File: config.mk
export PLATFORM = sky130hd
export DESIGN_NAME = fcc_apb
export DESIGN_NICKNAME = d
export VERILOG_FILES = /design/src/rtl/fcc_pkg.sv /design/src/rtl/fcc_apb.sv
export SDC_FILE = /design/constraint.sdc
export NUM_CORES = 1
export LEC_CHECK = 0
export BUFFER_PORTS_ARGS = -buffer_cell sky130_fd_sc_hd__buf_2
export CORE_MARGIN = 10
export CORE_UTILIZATION = 35
export DETAILED_ROUTE_END_ITERATION = 8
export HOLD_SLACK_MARGIN = 0.06
export PLACE_DENSITY = 0.91
export SETUP_SLACK_MARGIN = 0.15
export SYNTH_ARGS = -nofsm -noshare
export SYNTH_HDL_FRONTEND = slang
export SYNTH_SLANG_ARGS = --single-unit
File: constraint.sdc
create_clock -name clk -period 0.8 [get_ports clk]
set_input_delay 0.04 -clock clk [delete_from_list [all_inputs] [get_ports clk]]
set_output_delay 0.04 -clock clk [all_outputs]
set_load 0.03 [all_outputs]
File: src/rtl/fcc_pkg.sv
// Package for the FAT cluster-chain engine: constants, codes, the config
// struct and the entry decode function. No dependencies.
package fcc_pkg;

  localparam int FCC_TABLE_DEPTH = 4096;
  localparam int CNT_W = 13;
  localparam int CLU_W = 12;

  localparam logic [31:0] END_MARK = 32'hFFFF_FFF8;
  localparam logic [31:0] ERR_MARK = 32'hFFFF_FFFF;
  localparam logic [31:0] MASK16   = 32'h0000_FFFF;
  localparam logic [31:0] MASK28   = 32'h0FFF_FFFF;
  localparam logic [31:0] ZERO_ENT = 32'h0000_0000;
  localparam logic [CNT_W-1:0] FREE_MAX = 13'd8191;

  localparam logic [2:0] ST_OK    = 3'd0;
  localparam logic [2:0] ST_SPACE = 3'd1;
  localparam logic [2:0] ST_FREE  = 3'd2;
  localparam logic [2:0] ST_LIMIT = 3'd3;
  localparam logic [2:0] ST_INDEX = 3'd4;

  localparam logic [2:0] ACT_LOAD  = 3'd0;
  localparam logic [2:0] ACT_NEXT  = 3'd1;
  localparam logic [2:0] ACT_LEN   = 3'd2;
  localparam logic [2:0] ACT_EXT   = 3'd3;
  localparam logic [2:0] ACT_FREE  = 3'd4;
  localparam logic [2:0] ACT_STATS = 3'd5;
  localparam logic [2:0] ACT_HINTS = 3'd6;

  localparam logic REG_FAT32 = 1'b0;
  localparam logic REG_COUNT = 1'b1;

  typedef struct packed {
    logic             fat32;
    logic [CNT_W-1:0] cluster_count;
  } fcc_cfg_t;

  // Decode a raw entry; every end-of-chain value becomes END_MARK.
  function automatic logic [31:0] fcc_decode(input logic [31:0] raw, input logic fat32);
    logic [31:0] m;
    begin
      if (fat32) begin
        m = raw & MASK28;
        fcc_decode = (raw >= (END_MARK & MASK28)) ? END_MARK : m;
      end else begin
        m = raw & MASK16;
        fcc_decode = (m >= (END_MARK & MASK16)) ? END_MARK : m;
      end
    end
  endfunction

endpackage

File: src/rtl/fcc_apb.sv
// APB-style configuration registers (FAT mode and cluster count).
// Depends on fcc_pkg.
module fcc_apb (
  input  logic        clk,
  input  logic        rst_n,
  input  logic        psel,
  input  logic        penable,
  input  logic        pwrite,
  input  logic [2:0]  paddr,
  input  logic [31:0] pwdata,
  output logic [31:0] prdata,
  output logic        pready,
  output fcc_pkg::fcc_cfg_t cfg
);
  import fcc_pkg::*;

  logic             fat32_r;
  logic [CNT_W-1:0] count_r;
  logic             wr;

  assign wr     = psel & penable & pwrite;
  assign pready = 1'b1;

  always_ff @(posedge clk) begin
    if (!rst_n) begin
      fat32_r <= 1'b1;
      count_r <= 13'd4096;
    end else if (wr) begin
      unique case (paddr[2])
        REG_FAT32: fat32_r <= pwdata[0];
        REG_COUNT: count_r <= pwdata[CNT_W-1:0];
        default: ;
      endcase
    end
  end

  always_comb begin
    unique case (paddr[2])
      REG_FAT32: prdata = {31'd0, fat32_r};
      REG_COUNT: prdata = {19'd0, count_r};
      default:   prdata = 32'd0;
    endcase
  end

  assign cfg.fat32         = fat32_r;
  assign cfg.cluster_count = count_r;
endmodule

==> results.py <==
metrics = {
    "run_status": {
        "status": "finished with violations",
        "violations": "setup timing",
    },
    "floorplan": {
        "die-area_sq_um": 4830,
        "io_pins": 87,
        "die_h_um": 69.5,
        "coreArea_sq_um": 2280,
        "die_w_um": 69.5,
        "initial_utilization": 0.377,
        "row_count": 17,
    },
    "clock_tree": {
        "root_buffer": "clkbuf_4",
        "hold_buffers": 12,
        "clock_latency_ps": 270,
        "cts.sinks": 14,
        "cts_tree": "built",
        "htreeDepth": 1,
        "numCtsBuffers": 3,
        "clkTransAtPathRegs_ps": 80,
        "cts_buffer_depth": 2,
    },
    "sta": {
        "rsz0062_at_grt": "yes",
        "fin_crit_ps": 1060,
        "final.setup.tns_ps": -2860,
        "layout_setup_ws_ps": -257,
        "fin_crit_sh": 1.32,
        "clock.fmax_mhz": 946,
        "setup_viol": 27,
        "slew_violations": 0,
        "finalClockSkew_ps": 0,
        "final-hold-violation-count": 0,
        "worst_hold_slack_ps": 20.3,
    },
    "pwr": {
        "p_int_w": 0.00107,
        "clkPwrFrac": 0.259,
        "p_sw_frac": 0.335,
        "pwr-share-comb": 0.308,
        "power_leakage_nw": 0.740,
        "pwr_density_cell_nw_per_um2": 1040,
        "p_seq_frac": 0.433,
        "power_switching_w": 0.000537,
        "power_w": 0.00160,
        "peakVddDrop_uv": 745,
    },
    "route": {
        "final_antenna_net_count": 0,
        "first_iter_violations": 5,
        "drc": 0,
        "wire_per_inst_um": 13.1,
        "vias_per_cell": 4.13,
        "vias": 798,
        "dr.pass1.iters": 2,
        "wl_um": 2520,
    },
    "global_routing": {
        "grt_pass1_wl_um": 4140,
        "grt_max_degree": 23,
        "grt-ovfl-total": 0,
        "antenna_found_initial": 0,
        "grt_pass1_vias": 859,
        "track_usage": 0.101,
    },
    "synthesis": {
        "yosys.area.top_type": "dfxtp_1",
        "synth_seq_cells": 14,
        "avgSynthCellArea_sq_um": 8.57,
        "netlist_area_sq_um": 857,
        "ys_types": 15,
        "synth_seq_area_share": 0.327,
        "yosysTopAreaCellShare": 0.327,
        "synth.top_cells.by_area": "dfxtp_1 (33%), buf_4 (18%), mux2i_1 (16%), nand2_1 (11%), and2_1 (7.3%)",
        "ys.warnings.count": 0,
        "synthCells": 100,
    },
    "min_path": {
        "hold_path.class": "in -> reg",
    },
    "critical_path": {
        "start_kind": "register",
        "path_max_fanout": 2,
        "cp.required_ps": 760,
        "endpoint_kind": "output port",
        "path_class": "reg -> out",
        "worstPathArrival_ps": 1020,
    },
    "placement": {
        "place_congestion": 0.632,
        "port_buffers": 45,
        "dp_cells": 169,
        "place_hpwl_um": 1840,
    },
    "final_layout": {
        "num_antenna_cells": 0,
        "nFillCells": 192,
        "drive_above_1_share": 0.564,
        "syn2layout_area_growth_pct": 79.9,
        "final_core_util": 0.677,
        "final_cells": 193,
        "nets": 206,
    },
    "run": {
        "drv_cap": 0,
    },
}
layout by cell type (no fill, tap or decap):
cell            synthesis  routed
and2_4                  0      12
and4_1                  1       1
buf_12                  1       2
buf_2                   3      18
buf_4                  21       3
buf_6                   1      35
clkbuf_4                0       3
clkinv_1                0       1
conb_1                  2      20
dfxtp_2                 0       2
dfxtp_4                 0      12
dlygate4sd3_1           0      10
dlymetal6s4s_1          0       2
mux2_4                  0       1
mux2i_1                14      14
nand2_1                24      20
nand2_2                 0       4
nand4b_1                1       1
nor2b_1                 4       3
nor2b_2                 0       1
cells by family after synthesis:
kind of cell	Yosys count	synth area share
flops	14	0.327
simple gates	42	0.245
buf+inv	27	0.242
other cells	2	0.00876
mux	15	0.177
final cells by class:
type,instances,area (sq um),share of cell area
clock buffers,3,22.5,0.0146
clock inverters,1,3.75,0.00244
multi-input cells,77,480,0.312
flip-flops and latches,14,328,0.213
well taps,28,35.0,0.0227
repair buffers,70,672,0.436
critical path: stages (launching register included):
cell,delay [ps]
dfxtp_4,350
mux2_4,260
buf_6,140
cell usage after synthesis:
master    count
and2_1       10
and2_2        2
and4_1        1
buf_12        1
buf_2         3
buf_4        21
buf_6         1
clkbuf_1      1
conb_1        2
dfxtp_1      14
mux2_2        1
mux2i_1      14
nand2_1      24
nand4b_1      1
nor2b_1       4
state kept, by name (all words and copies together), names as in the netlist:
name / flops
count_r: 13
fat32_r: 1
routing by layer:
metal | global-route usage | vias to the layer above | routed length (um)
li1 | - | 405 | -
met1 | 0.0988 | 358 | 901
met2 | 0.183 | 35 | 1390
met3 | 0.0542 | 0 | 233
met4 | 0.0200 | 0 | 0
met5 | 0 | - | 0
repair_timing:
| item | in CTS | in global routing |
|---|---|---|
| resized for setup | 57 | 14 |
| buffers inserted | 1 | 7 |
| pin swaps | 2 | 0 |
| setup endpoints to repair | 28 | 34 |
| hold endpoints to repair | 14 | 1 |
| cloned | 0 | 0 |
worst paths after layout:
check                      to  slack (ps)   startpoint  cells past startpoint
hold / removal    count_r[12]          20   pwdata[12]                      3
setup / recovery    prdata[0]        -260   count_r[0]                      2
hold reg to reg   count_r[11]         480  count_r[11]                      2
setup reg to reg   count_r[0]          10   count_r[0]                      4
metrics by stage:
stage | setup WS, ps | instance area, sq um
after global routing | -312 | 1540
after global placement | -26.0 | 1120
after CTS | -264 | 1450
after floorplan | 86.4 | 1000
after detailed placement | -46.1 | 1120
final | -257 | 1540
power by group through the flow:
| stage | logic [W] | registers [W] | clock network [W] |
|---|---|---|---|
| floorplan | 0.000328 | 0.000736 | 0 |
| global placement | 0.000378 | 0.000707 | 0 |
| finish | 0.000494 | 0.000695 | 0.000416 |
| global route | 0.000528 | 0.000698 | 0.000496 |
| detailed placement | 0.000381 | 0.000708 | 0 |
| CTS | 0.000468 | 0.000695 | 0.000435 |
No activity file was read; power rests on OpenSTA's default activity.
