### config.mk
export PLATFORM = sky130hd
export DESIGN_NAME = fcc_seq_flat
export DESIGN_NICKNAME = d
export VERILOG_FILES = /design/src/rtl/fcc_pkg.sv /design/src/rtl/fcc_chan_if.sv /design/src/rtl/fcc_seq.sv /design/src/flat_wrapper.sv
export SDC_FILE = /design/constraint.sdc
export NUM_CORES = 1
export LEC_CHECK = 0
export ABC_AREA = 1
export BUFFER_PORTS_ARGS = -buffer_cell sky130_fd_sc_hd__buf_4
export CAP_MARGIN = 5
export CORE_ASPECT_RATIO = 1.4
export CORE_MARGIN = 4
export CORE_UTILIZATION = 50
export CTS_CLUSTER_SIZE = 16
export DETAILED_ROUTE_END_ITERATION = 12
export PLACE_DENSITY = 0.86
export RECOVER_POWER = 25
export SYNTH_ARGS = -nofsm -noshare
export SYNTH_HDL_FRONTEND = slang
export SYNTH_SLANG_ARGS = --single-unit
### constraint.sdc
create_clock -name clk -period 4.4 [get_ports clk]
set_input_delay 0.22 -clock clk [delete_from_list [all_inputs] [get_ports clk]]
set_output_delay 0.22 -clock clk [all_outputs]
set_load 0.1 [all_outputs]
### src/rtl/fcc_pkg.sv
// Package for the FAT cluster-chain engine: constants, codes, the config
// struct and the entry decode function. No dependencies.
package fcc_pkg;

  localparam int FCC_TABLE_DEPTH = 4096;
  localparam int CNT_W = 13;
  localparam int CLU_W = 12;

  localparam logic [31:0] END_MARK = 32'hFFFF_FFF8;
  localparam logic [31:0] ERR_MARK = 32'hFFFF_FFFF;
  localparam logic [31:0] MASK16   = 32'h0000_FFFF;
  localparam logic [31:0] MASK28   = 32'h0FFF_FFFF;
  localparam logic [31:0] ZERO_ENT = 32'h0000_0000;
  localparam logic [CNT_W-1:0] FREE_MAX = 13'd8191;

  localparam logic [2:0] ST_OK    = 3'd0;
  localparam logic [2:0] ST_SPACE = 3'd1;
  localparam logic [2:0] ST_FREE  = 3'd2;
  localparam logic [2:0] ST_LIMIT = 3'd3;
  localparam logic [2:0] ST_INDEX = 3'd4;

  localparam logic [2:0] ACT_LOAD  = 3'd0;
  localparam logic [2:0] ACT_NEXT  = 3'd1;
  localparam logic [2:0] ACT_LEN   = 3'd2;
  localparam logic [2:0] ACT_EXT   = 3'd3;
  localparam logic [2:0] ACT_FREE  = 3'd4;
  localparam logic [2:0] ACT_STATS = 3'd5;
  localparam logic [2:0] ACT_HINTS = 3'd6;

  localparam logic REG_FAT32 = 1'b0;
  localparam logic REG_COUNT = 1'b1;

  typedef struct packed {
    logic             fat32;
    logic [CNT_W-1:0] cluster_count;
  } fcc_cfg_t;

  // Decode a raw entry; every end-of-chain value becomes END_MARK.
  function automatic logic [31:0] fcc_decode(input logic [31:0] raw, input logic fat32);
    logic [31:0] m;
    begin
      if (fat32) begin
        m = raw & MASK28;
        fcc_decode = (raw >= (END_MARK & MASK28)) ? END_MARK : m;
      end else begin
        m = raw & MASK16;
        fcc_decode = (m >= (END_MARK & MASK16)) ? END_MARK : m;
      end
    end
  endfunction

endpackage

### src/rtl/fcc_chan_if.sv
// Valid/ready channel interfaces for the input and result transactions.
// Depends on fcc_pkg.
interface fcc_in_if;
  import fcc_pkg::*;
  logic             valid;
  logic             ready;
  logic [2:0]       action;
  logic [CLU_W-1:0] cluster;
  logic [31:0]      entry_value;
  logic [CLU_W-1:0] cluster_total;
  modport source (output valid, action, cluster, entry_value, cluster_total, input ready);
  modport sink (input valid, action, cluster, entry_value, cluster_total, output ready);
endinterface

interface fcc_out_if;
  import fcc_pkg::*;
  logic             valid;
  logic             ready;
  logic [31:0]      result_value;
  logic [CNT_W-1:0] alloc_count;
  logic [CLU_W-1:0] first_free;
  logic [2:0]       status;
  modport source (output valid, result_value, alloc_count, first_free, status, input ready);
  modport sink (input valid, result_value, alloc_count, first_free, status, output ready);
endinterface

### src/rtl/fcc_seq.sv
// Sequencer: clearing pass, chain walks, free searches and statistics; each walk,
// search or statistics step is a read of the table followed by an evaluate state. Depends on fcc_pkg.
module fcc_seq #(
  parameter int TABLE_DEPTH = 4096,
  parameter int AW = 12
) (
  input  logic              clk,
  input  logic              rst_n,
  input  fcc_pkg::fcc_cfg_t cfg,
  fcc_in_if.sink            in_ch,
  fcc_out_if.source         out_ch,
  output logic              mem_we,
  output logic [AW-1:0]     mem_waddr,
  output logic [31:0]       mem_wdata,
  output logic              mem_re,
  output logic [AW-1:0]     mem_raddr,
  input  logic [31:0]       mem_rdata
);
  import fcc_pkg::*;

  localparam logic [31:0] DEPTH32 = 32'(TABLE_DEPTH);
  localparam logic [AW:0] DEPTH_I = (AW+1)'(TABLE_DEPTH);

  localparam logic [3:0] S_CLR   = 4'd0;
  localparam logic [3:0] S_IDLE  = 4'd1;
  localparam logic [3:0] S_WRD   = 4'd2;
  localparam logic [3:0] S_WEV   = 4'd3;
  localparam logic [3:0] S_AINIT = 4'd4;
  localparam logic [3:0] S_ARD   = 4'd5;
  localparam logic [3:0] S_AEV   = 4'd6;
  localparam logic [3:0] S_LINK  = 4'd7;
  localparam logic [3:0] S_SRD   = 4'd8;
  localparam logic [3:0] S_SEV   = 4'd9;
  localparam logic [3:0] S_DONE  = 4'd10;

  logic [3:0]       state_r, state_nxt;
  logic [2:0]       act_r, act_nxt;
  logic [CLU_W-1:0] tot_r, tot_nxt;
  logic [AW-1:0]    cur_r, cur_nxt;
  logic [31:0]      res_r, res_nxt;
  logic [2:0]       st_r, st_nxt;
  logic [CLU_W-1:0] ffree_r, ffree_nxt;
  logic [AW:0]      i_r, i_nxt;
  logic [CNT_W-1:0] c_r, c_nxt, end_r, end_nxt, start_r, start_nxt;
  logic             wrap_r, wrap_nxt;
  logic [CLU_W-1:0] ai_r, ai_nxt;
  logic [CLU_W-1:0] hint_r, hint_nxt;
  logic [CNT_W-1:0] ftot_r, ftot_nxt;
  logic             ov_r, ov_nxt;
  logic [31:0]      o_res_r, o_res_nxt;
  logic [CNT_W-1:0] o_acnt_r, o_acnt_nxt;
  logic [CLU_W-1:0] o_ff_r, o_ff_nxt;
  logic [2:0]       o_st_r, o_st_nxt;

  logic [31:0]      lim32, d, cl32;
  logic [CNT_W-1:0] lim, start_c, tot_eff;
  logic             hit;

  assign lim32   = (32'(cfg.cluster_count) < DEPTH32) ? 32'(cfg.cluster_count) : DEPTH32;
  assign lim     = lim32[CNT_W-1:0];
  assign d       = fcc_decode(mem_rdata, cfg.fat32);
  assign hit     = (d == ZERO_ENT);
  assign cl32    = 32'(in_ch.cluster);
  assign start_c = 13'(hint_r) + 13'd1;
  assign tot_eff = (tot_r == '0) ? 13'd1 : 13'(tot_r);

  always_ff @(posedge clk) begin
    if (!rst_n) begin
      state_r <= S_CLR;
      i_r     <= '0;
      hint_r  <= 12'd1;
      ftot_r  <= '0;
      ov_r    <= 1'b0;
    end else begin
      state_r <= state_nxt;
      i_r     <= i_nxt;
      hint_r  <= hint_nxt;
      ftot_r  <= ftot_nxt;
      ov_r    <= ov_nxt;
    end
  end

  always_ff @(posedge clk) begin
    act_r    <= act_nxt;
    tot_r    <= tot_nxt;
    cur_r    <= cur_nxt;
    res_r    <= res_nxt;
    st_r     <= st_nxt;
    ffree_r  <= ffree_nxt;
    c_r      <= c_nxt;
    end_r    <= end_nxt;
    start_r  <= start_nxt;
    wrap_r   <= wrap_nxt;
    ai_r     <= ai_nxt;
    o_res_r  <= o_res_nxt;
    o_acnt_r <= o_acnt_nxt;
    o_ff_r   <= o_ff_nxt;
    o_st_r   <= o_st_nxt;
  end

  always_comb begin
    state_nxt = state_r; act_nxt = act_r; tot_nxt = tot_r; cur_nxt = cur_r;
    res_nxt = res_r; st_nxt = st_r; ffree_nxt = ffree_r; i_nxt = i_r;
    c_nxt = c_r; end_nxt = end_r; start_nxt = start_r; wrap_nxt = wrap_r;
    ai_nxt = ai_r; hint_nxt = hint_r; ftot_nxt = ftot_r;
    ov_nxt = ov_r & ~out_ch.ready;
    o_res_nxt = o_res_r; o_acnt_nxt = o_acnt_r; o_ff_nxt = o_ff_r; o_st_nxt = o_st_r;
    mem_we = 1'b0; mem_waddr = cur_r; mem_wdata = ZERO_ENT;
    mem_re = 1'b0; mem_raddr = cur_r;
    in_ch.ready = (state_r == S_IDLE);

    unique case (state_r)
      S_CLR: begin
        mem_we    = 1'b1;
        mem_waddr = i_r[AW-1:0];
        i_nxt     = i_r + 1'b1;
        if (i_r == DEPTH_I - 1'b1) state_nxt = S_IDLE;
      end
      S_IDLE: begin
        if (in_ch.valid) begin
          act_nxt = in_ch.action; tot_nxt = in_ch.cluster_total;
          res_nxt = '0; st_nxt = ST_OK; ffree_nxt = '0; i_nxt = '0; ai_nxt = '0;
          cur_nxt = AW'(in_ch.cluster);
          state_nxt = S_DONE;
          unique case (in_ch.action)
            ACT_LOAD: begin
              if (cl32 >= DEPTH32) st_nxt = ST_INDEX;
              else begin
                mem_we = 1'b1; mem_waddr = AW'(in_ch.cluster); mem_wdata = in_ch.entry_value;
              end
            end
            ACT_NEXT: begin
              if (cl32 >= DEPTH32) begin
                res_nxt = ERR_MARK; st_nxt = ST_INDEX;
              end else state_nxt = S_WRD;
            end
            ACT_LEN, ACT_FREE, ACT_EXT: begin
              if (in_ch.cluster == '0) begin
                if (in_ch.action == ACT_EXT) begin
                  cur_nxt = '0; state_nxt = S_AINIT;
                end
              end else if (cl32 >= DEPTH32) st_nxt = ST_INDEX;
              else state_nxt = S_WRD;
            end
            ACT_STATS: begin
              c_nxt = 13'd2; state_nxt = S_SRD;
            end
            ACT_HINTS: begin
              hint_nxt = in_ch.cluster;
              ftot_nxt = (in_ch.entry_value > 32'(FREE_MAX)) ? FREE_MAX
                                                            : in_ch.entry_value[CNT_W-1:0];
            end
            default: ;
          endcase
        end
      end
      S_WRD: begin
        mem_re = 1'b1; mem_raddr = cur_r; state_nxt = S_WEV;
      end
      S_WEV: begin
        state_nxt = S_DONE;
        if (act_r == ACT_NEXT) begin
          res_nxt = hit ? ERR_MARK : d;
          st_nxt  = hit ? ST_FREE : ST_OK;
        end else if (hit) begin
          // A chain length counts the free entry it stopped on.
          st_nxt = ST_FREE;
          if (act_r == ACT_LEN) res_nxt = res_r + 32'd1;
        end else begin
          if (act_r == ACT_LEN) res_nxt = res_r + 32'd1;
          if (act_r == ACT_FREE) begin
            mem_we = 1'b1; mem_waddr = cur_r; mem_wdata = ZERO_ENT;
            res_nxt = res_r + 32'd1;
            if (ftot_r < FREE_MAX) ftot_nxt = ftot_r + 1'b1;
          end
          priority if (d >= END_MARK) begin
            st_nxt = ST_OK;
            if (act_r == ACT_EXT) state_nxt = S_AINIT;
          end else if (d >= DEPTH32) st_nxt = ST_INDEX;
          else begin
            cur_nxt = AW'(d);
            i_nxt   = i_r + 1'b1;
            if (i_r + 1'b1 == DEPTH_I) st_nxt = ST_LIMIT;
            else state_nxt = S_WRD;
          end
        end
      end
      S_AINIT: begin
        start_nxt = start_c;
        c_nxt     = (start_c < 13'd2) ? 13'd2 : start_c;
        end_nxt   = lim;
        wrap_nxt  = 1'b0;
        state_nxt = S_ARD;
      end
      S_ARD: begin
        if (c_r >= end_r) begin
          if (!wrap_r) begin
            c_nxt = 13'd2; end_nxt = (start_r < lim) ? start_r : lim; wrap_nxt = 1'b1;
          end else begin
            st_nxt = ST_SPACE; state_nxt = S_DONE;
          end
        end else begin
          mem_re = 1'b1; mem_raddr = AW'(c_r); state_nxt = S_AEV;
        end
      end
      S_AEV: begin
        if (hit) begin
          mem_we = 1'b1; mem_waddr = AW'(c_r); mem_wdata = ERR_MARK;
          hint_nxt = c_r[CLU_W-1:0];
          if (ftot_r != '0) ftot_nxt = ftot_r - 1'b1;
          if (ai_r == '0) res_nxt = 32'(c_r);
          if (cur_r != '0) state_nxt = S_LINK;
          else begin
            cur_nxt = AW'(c_r); ai_nxt = ai_r + 1'b1;
            state_nxt = (13'(ai_r) + 13'd1 == tot_eff) ? S_DONE : S_AINIT;
          end
        end else begin
          c_nxt = c_r + 1'b1; state_nxt = S_ARD;
        end
      end
      S_LINK: begin
        mem_we = 1'b1; mem_waddr = cur_r; mem_wdata = 32'(c_r);
        cur_nxt = AW'(c_r); ai_nxt = ai_r + 1'b1;
        state_nxt = (13'(ai_r) + 13'd1 == tot_eff) ? S_DONE : S_AINIT;
      end
      S_SRD: begin
        if (c_r >= lim) state_nxt = S_DONE;
        else begin
          mem_re = 1'b1; mem_raddr = AW'(c_r); state_nxt = S_SEV;
        end
      end
      S_SEV: begin
        if (hit) begin
          if (res_r == '0) ffree_nxt = c_r[CLU_W-1:0];
          res_nxt = res_r + 32'd1;
        end
        c_nxt = c_r + 1'b1; state_nxt = S_SRD;
      end
      S_DONE: begin
        if (!ov_r || out_ch.ready) begin
          ov_nxt     = 1'b1;
          o_res_nxt  = res_r;
          o_st_nxt   = st_r;
          o_ff_nxt   = (act_r == ACT_STATS) ? ffree_r : '0;
          o_acnt_nxt = (act_r == ACT_STATS) ? cfg.cluster_count - res_r[CNT_W-1:0] : '0;
          state_nxt  = S_IDLE;
        end
      end
      default: state_nxt = S_IDLE;
    endcase
  end

  assign out_ch.valid        = ov_r;
  assign out_ch.result_value = o_res_r;
  assign out_ch.alloc_count  = o_acnt_r;
  assign out_ch.first_free   = o_ff_r;
  assign out_ch.status       = o_st_r;
endmodule

### src/flat_wrapper.sv
// flat-port wrapper written by rule: the top's interface ports become plain ports
module fcc_seq_flat import fcc_pkg::*;
#(
  parameter int TABLE_DEPTH = 4096,
  parameter int AW = 12
)
  (clk, rst_n, cfg, mem_we, mem_waddr, mem_wdata, mem_re, mem_raddr, mem_rdata, in_ch_valid, in_ch_action, in_ch_cluster, in_ch_entry_value, in_ch_cluster_total, in_ch_ready, out_ch_valid, out_ch_result_value, out_ch_alloc_count, out_ch_first_free, out_ch_status, out_ch_ready);
  fcc_in_if in_ch_i ();
  fcc_out_if out_ch_i ();
  input  logic clk;
  input  logic rst_n;
  input  fcc_pkg::fcc_cfg_t cfg;
  output logic mem_we;
  output logic [AW-1:0] mem_waddr;
  output logic [31:0] mem_wdata;
  output logic mem_re;
  output logic [AW-1:0] mem_raddr;
  input  logic [31:0] mem_rdata;
  input wire logic [$bits(in_ch_i.valid)-1:0] in_ch_valid;
  input wire logic [$bits(in_ch_i.action)-1:0] in_ch_action;
  input wire logic [$bits(in_ch_i.cluster)-1:0] in_ch_cluster;
  input wire logic [$bits(in_ch_i.entry_value)-1:0] in_ch_entry_value;
  input wire logic [$bits(in_ch_i.cluster_total)-1:0] in_ch_cluster_total;
  output wire logic [$bits(in_ch_i.ready)-1:0] in_ch_ready;
  output wire logic [$bits(out_ch_i.valid)-1:0] out_ch_valid;
  output wire logic [$bits(out_ch_i.result_value)-1:0] out_ch_result_value;
  output wire logic [$bits(out_ch_i.alloc_count)-1:0] out_ch_alloc_count;
  output wire logic [$bits(out_ch_i.first_free)-1:0] out_ch_first_free;
  output wire logic [$bits(out_ch_i.status)-1:0] out_ch_status;
  input wire logic [$bits(out_ch_i.ready)-1:0] out_ch_ready;
  assign in_ch_i.valid = in_ch_valid;
  assign in_ch_i.action = in_ch_action;
  assign in_ch_i.cluster = in_ch_cluster;
  assign in_ch_i.entry_value = in_ch_entry_value;
  assign in_ch_i.cluster_total = in_ch_cluster_total;
  assign in_ch_ready = in_ch_i.ready;
  assign out_ch_valid = out_ch_i.valid;
  assign out_ch_result_value = out_ch_i.result_value;
  assign out_ch_alloc_count = out_ch_i.alloc_count;
  assign out_ch_first_free = out_ch_i.first_free;
  assign out_ch_status = out_ch_i.status;
  assign out_ch_i.ready = out_ch_ready;
  fcc_seq #(.TABLE_DEPTH(TABLE_DEPTH), .AW(AW)) u_core (.clk(clk), .rst_n(rst_n), .cfg(cfg), .in_ch(in_ch_i), .out_ch(out_ch_i), .mem_we(mem_we), .mem_waddr(mem_waddr), .mem_wdata(mem_wdata), .mem_re(mem_re), .mem_raddr(mem_raddr), .mem_rdata(mem_rdata));
endmodule
==> run_results.csv, run 1 <==
group,metric,value,unit
synth,syn_area,15000,um^2
global_routing,grt_start_max_net_pins,57,
routing,via_per_inst,5.82,
routing,ant_nets,0,
finish,area.growth.synth_to_final,17.8,%
timing,tns,0,ps
floorplanning,rows,74,
global_routing,grt_overflow,0,
clock_tree,htreeDepth,1,
synth,synthDominantCellAreaShare,37.2,%
clock_tree,clock_latency,540,ps
power_and_ir_drop,power.internal,3350,uW
global_routing,grt_pass1_vias,14948,
clock_tree,root_buffer,"clkbuf_16",
synth,synth_top_area_cell,"edfxtp_1",
power_and_ir_drop,seqPwrFrac,50.4,%
setup_path,reg2reg_depth,11,
place,place.gp.congestion,0.982,
power_and_ir_drop,power.density,247,nW/um^2
place,place_ws,1010,ps
clock_tree,clockBufferDepth,3,
routing,drc,0,
global_routing,grtUsageTotal,30.9,%
timing,maxSlewViolCount,0,
timing,timing.final.ws_setup,504,ps
timing,worstMarginPinSlew,1300,ps
power_and_ir_drop,vdd_drop_max,0.223,mV
timing,rsz0062_at_grt,"false",
setup_path,cp-end-kind,"output pin",
power_and_ir_drop,pwr-share-comb,6.7,%
synth,synth_cell_types,62,
run_status,outcome,"complete, no violations",
setup_path,crit_required,4180,ps
finish,final_core_util,60.1,%
routing,wl_per_cell,20.3,um
floorplanning,dieWidth,154,um
hold_path,hp-class,"in -> reg",
synth,synth_seq_cells,216,
floorplanning,initial_core_util,51.0,%
place,dp_hpwl,40900,um
clock_tree,cts_tree,"built",
setup_path,crit_fanout,32,
finish,drive_gt1_share,12.2,%
power_and_ir_drop,leakage,0.00788,uW
synth,synth.most_common_cell,"nand2_1",
setup_path,cp.arrival,3680,ps
timing,finClkSkew,11.1,ps
setup_path,cp-start-kind,"register",
floorplanning,pin_count,229,
clock_tree,numCtsBuffers,23,
job,cap_violations,0,
setup_path,worstSetupStartpoint,"u_core.state_r[0]",
synth,synth_nets,2142,
synth,synth_ff_type,"edfxtp_1",
power_and_ir_drop,p_clk_share,42.9,%
setup_path,rr_startpoint,"u_core.c_r[4]",
place,place_inst,2542,
timing,hold_viol,0,
routing,drtPass1Iterations,6,
timing,clock.fmax,0.257,GHz
routing,num_vias,15147,
timing,relSlewSlack,13.6,%
synth,avgSynthCellArea,7.60,um^2
finish,fin_nets,2371,
clock_tree,hold_buffers,17,
synth,syn_inst,1975,
clock_tree,clk_pin_slew,60,ps
routing,drtIter0Drc,1387,
finish,diodes,0,
floorplanning,core,29400,um^2
power_and_ir_drop,swShare,23.2,%
power_and_ir_drop,switching_power,1010,uW
setup_path,reg2reg_slack,1170,ps
clock_tree,post_cts_resized,0,
timing,min_period,3900,ps
global_routing,antenna_found_initial,0,
synth,synth_area_leaders,"edfxtp_1 37%, nand2_1 13%, inv_1 6.8%",
synth,synth_top_cells_by_count,"519 x nand2_1, 273 x inv_1, 196 x nor2_1, 186 x edfxtp_1, 139 x o21ai_0",
synth,synth_edf_count,186,
setup_path,critPathCapture,"mem_wdata[16]",
finish,final.fill_count,2685,
finish,fin_cells,2601,
setup_path,r2r_end,"u_core.c_r[10]",
timing,setup_violations,0,
synth,synthArstFlopShare,0,%
timing,fin_crit_sh,88.6,%
global_routing,grt_pass1_wl,80100,um
setup_path,crit_type,"reg -> out",
place,port_buffers,228,
synth,ys.warnings.count,0,
routing,wl,52700,um
floorplanning,die-area,32900,um^2
synth,synth_seq_area_share,41.2,%
clock_tree,cts.sinks,216,
floorplanning,die_h,213,um
clock_tree,cts_setup_buffers,0,
==> per-layer routing <==
layer | track usage (%) | part of all wire, %
met3 | 3.91 | 7.1
met2 | 55.5 | 49
met1 | 34.4 | 36
met4 | 20.1 | 7.5
met5 | 0 | 0
==> sequential cells by signal, indices dropped and copies added (netlist names), 3 cells and up <==
signal                      flops
u_core.c_r                     13
u_core.tot_r                   12
u_core.ai_r                    12
u_core.hint_r                  12
u_core.start_r                 13
u_core.out_ch.alloc_count      13
u_core.st_r                     3
u_core.act_r                    3
u_core.res_r                   32
u_core.cur_r                   12
u_core.out_ch.status            3
u_core.out_ch.first_free       12
u_core.out_ch.result_value     32
u_core.ffree_r                 12
u_core.end_r                   13
u_core.state_r                  4
u_core.i_r                     13
==> placed cells by master, fill, tap and decap left out, drive strengths merged, types with 3 or more instances in the layout <==
| cell | instances |
|---|---|
| o2111ai | 14 |
| o21bai | 4 |
| nor2 | 202 |
| buf | 176 |
| edfxtp | 186 |
| nand2 | 522 |
| clkbuf | 104 |
| inv | 278 |
| and2 | 4 |
| nor4 | 24 |
| or2 | 5 |
| o22ai | 7 |
| clkinvlp | 3 |
| mux2i | 11 |
| o21ai | 175 |
| clkinv | 14 |
| nand3b | 6 |
| a221o | 3 |
| a31oi | 5 |
| o211ai | 30 |
| ha | 57 |
| dlygate4sd3 | 17 |
| nor3 | 44 |
| a21oi | 83 |
| a22oi | 13 |
| xor2 | 40 |
| or3 | 3 |
| nand3 | 95 |
| dfxtp | 30 |
| nand4 | 47 |
==> critical path: stages, from the launching register on <==
cell and delay (ps):
dfxtp_1 440, inv_1 60, nor2_1 80, inv_1 90
nor2_1 100, buf_4 230, inv_1 80, nor2_1 80
buf_4 260, nand2_1 310, inv_1 750, nand2_1 180
nand2_1 140, buf_4 300
==> cells by family (layout without fill, tap and decap cells) <==
family	count (synthesis)	count (layout)	synth area share, %
buf+inv	347	593	9.44
xor+xnor	42	42	2.45
compound gates	345	345	13.6
simple gates	954	954	27.5
mux	13	13	0.883
fa+ha+maj	58	58	4.88
flops	216	216	41.2
==> worst min path at each step <==
stage / end / from / cells after the start
after detailed placement: u_core.tot_r[3] / in_ch_cluster_total[3] / 1
final: u_core.cur_r[9] / in_ch_cluster[9] / 3
after global placement: u_core.tot_r[4] / in_ch_cluster_total[4] / 1
after floorplan: u_core.act_r[0] / in_ch_action[0] / 0
after global routing: u_core.cur_r[11] / in_ch_cluster[11] / 2
after CTS: u_core.cur_r[9] / in_ch_cluster[9] / 3
==> area by class of cell <==
cell class              instances  area, um^2  area share, %
clock buffers                  26         587           3.32
inverters                     280        1060           5.99
clock inverters                16         124          0.701
multi-input cells            1412        7420           42.0
repair buffers                271        1830           10.3
well taps                     380         475           2.69
flip-flops and latches        216        6190           35.0
==> per-stage QoR <==
| stage | hold WS [ps] | cell area [um^2] | total power [uW] |
|---|---|---|---|
| floorplan | 319 | 15000 | 2380 |
| global placement | 401 | 17100 | 2520 |
| detailed placement | 401 | 17100 | 2520 |
| CTS | 0.987 | 17900 | 4380 |
| global route | 4.73 | 17700 | 4490 |
| finish | 15.5 | 17700 | 4370 |
==> power by group through the flow <==
stage | logic, uW | clock network [uW] | registers [uW]
after CTS | 290 | 1890 | 2200
after floorplan | 135 | 0 | 2240
after global routing | 316 | 1980 | 2200
final | 292 | 1870 | 2200
after detailed placement | 276 | 0 | 2250
after global placement | 272 | 0 | 2250
Note: power is estimated with default switching activity, not from simulation.
==> run 2, diff against run 1 <==
- BUFFER_PORTS_ARGS: -buffer_cell sky130_fd_sc_hd__buf_4 -> not set
- DONT_BUFFER_PORTS: not set -> 1
- PLACE_DENSITY: 0.86 -> 0.8
==> run_results.csv, run 2 (same netlist as run 1, synthesis figures left out) <==
group,metric,value,unit
run_status,outcome,"complete, no violations",
routing,drtIter0Drc,1418,
timing,relSlewSlack,11.1,%
floorplanning,die_h,213,um
global_routing,grt_start_max_net_pins,36,
routing,drtPass1Iterations,6,
power_and_ir_drop,pwr-share-comb,4.7,%
floorplanning,die-area,32900,um^2
clock_tree,root_buffer,"clkbuf_16",
routing,drc,0,
routing,ant_nets,0,
place,place_inst,2371,
timing,worstMarginPinSlew,1330,ps
power_and_ir_drop,leakage,0.00757,uW
routing,wl_per_cell,21.6,um
global_routing,antenna_found_initial,1,
global_routing,grtUsageTotal,31.0,%
timing,tns,0,ps
setup_path,cp-start-kind,"register",
power_and_ir_drop,switching_power,971,uW
clock_tree,htreeDepth,1,
power_and_ir_drop,p_clk_share,45.4,%
global_routing,grt_overflow,0,
floorplanning,core,29400,um^2
power_and_ir_drop,power.density,252,nW/um^2
finish,drive_gt1_share,9.13,%
floorplanning,dieWidth,154,um
routing,wl,52700,um
timing,maxSlewViolCount,0,
finish,fin_nets,2212,
setup_path,crit_type,"reg -> out",
timing,min_period,3910,ps
clock_tree,clockBufferDepth,3,
finish,final_common_cell,"nand2_1",
place,place_ws,1110,ps
power_and_ir_drop,seqPwrFrac,49.9,%
clock_tree,cts_setup_buffers,0,
clock_tree,numCtsBuffers,23,
power_and_ir_drop,swShare,22.0,%
place,dp_hpwl,40900,um
timing,hold_viol,0,
setup_path,crit_fanout,20,
power_and_ir_drop,vdd_drop_max,0.186,mV
setup_path,cp.arrival,3690,ps
clock_tree,clock_latency,540,ps
routing,via_per_inst,5.98,
place,postPlaceCellArea,16500,um^2
place,port_buffers,0,
timing,rsz0062_at_grt,"false",
clock_tree,clk_pin_slew,70,ps
global_routing,grt_pass1_vias,14173,
floorplanning,rows,74,
setup_path,cp_slowest_cell,"edfxtp_1",
floorplanning,initial_core_util,51.0,%
hold_path,hp-class,"in -> reg",
power_and_ir_drop,power.internal,3440,uW
finish,area.growth.synth_to_final,16.7,%
finish,final.fill_count,2631,
timing,fin_crit_sh,88.8,%
clock_tree,cts_tree,"built",
setup_path,crit_required,4180,ps
setup_path,cp_top_family,"simple AND/OR/NAND/NOR gates",
floorplanning,pin_count,229,
setup_path,slowest_delay,640,ps
finish,final_cell_mix,"519 x nand2_1, 273 x inv_1, 195 x nor2_1",
setup_path,cp-end-kind,"output pin",
timing,finClkSkew,12.7,ps
timing,timing.final.ws_setup,493,ps
finish,fin_cells,2441,
job,cap_violations,0,
place,place.gp.congestion,1.02,
clock_tree,cts.sinks,216,
setup_path,reg2reg_slack,1320,ps
global_routing,grt_pass1_wl,79300,um
finish,final_cell_area,17500,um^2
timing,clock.fmax,0.256,GHz
setup_path,crit_buf_inv,2,
timing,setup_violations,0,
routing,num_vias,14593,
setup_path,path_cells,"ha_1, a21oi_1, o21ai_0, a21oi_1, nor2_1, o21ai_0, nand4_1, nand2_1, buf_4, o21ai_2, buf_4",
-- run 2: routing by layer --
metal  wire length (um)  global-route usage (%)  share of wire [%]
met1              18700                    36.0                 36
met2              25600                    53.5                 49
met3               4720                    5.25                9.0
met4               3630                    18.8                6.9
met5                  0                       0                  0
-- run 2: tightest hold or removal path: stages --
cell and delay (ps):
inv_1 50, o21ai_0 100, nand2_1 80, a21oi_1 60
-- run 2: cell type report --
class	instances	area (um^2)	share of cell area (%)
clock inverter	11	113	0.643
antenna	1	2.50	0.0143
clock buffer	29	651	3.71
inverter	280	1060	6.04
timing repair buffer	112	1480	8.45
tap	380	475	2.71
multi-input combinational	1412	7550	43.1
sequential	216	6190	35.3
-- run 2: repair_timing --
| action | 4_1_cts | 5_1_grt |
|---|---|---|
| hold buffers | 29 | 0 |
| endpoints found under the setup margin | 0 | 0 |
| hold endpoints to repair | 40 | 0 |
| resized for setup | 0 | 0 |
-- run 2: final timing paths --
check | from | to | cells past startpoint
worst max-delay path | u_core.c_r[2] | mem_raddr[10] | 11
worst min-delay path | in_ch_cluster[3] | u_core.hint_r[3] | 4
worst max register to register | u_core.res_r[0] | u_core.res_r[22] | 13
worst min register to register | u_core.st_r[1] | u_core.out_ch.status[1] | 0
-- run 2: through the flow --
step | hold slack (ps) | utilization [%] | power (uW)
floorplan | 319 | - | 2380
global placement | 319 | 55.9 | 2420
detailed placement | 319 | 55.9 | 2420
CTS | 1.37 | 59.5 | 4430
global route | 38.2 | 59.5 | 4550
finish | 17.2 | 59.5 | 4410
-- run 2: power by group through the flow --
| stage | clock network [uW] | registers, uW | logic [uW] |
|---|---|---|---|
| floorplan | 0 | 2240 | 135 |
| global placement | 0 | 2250 | 172 |
| detailed placement | 0 | 2250 | 179 |
| CTS | 2030 | 2200 | 205 |
| global route | 2120 | 2200 | 226 |
| finish | 2010 | 2200 | 208 |
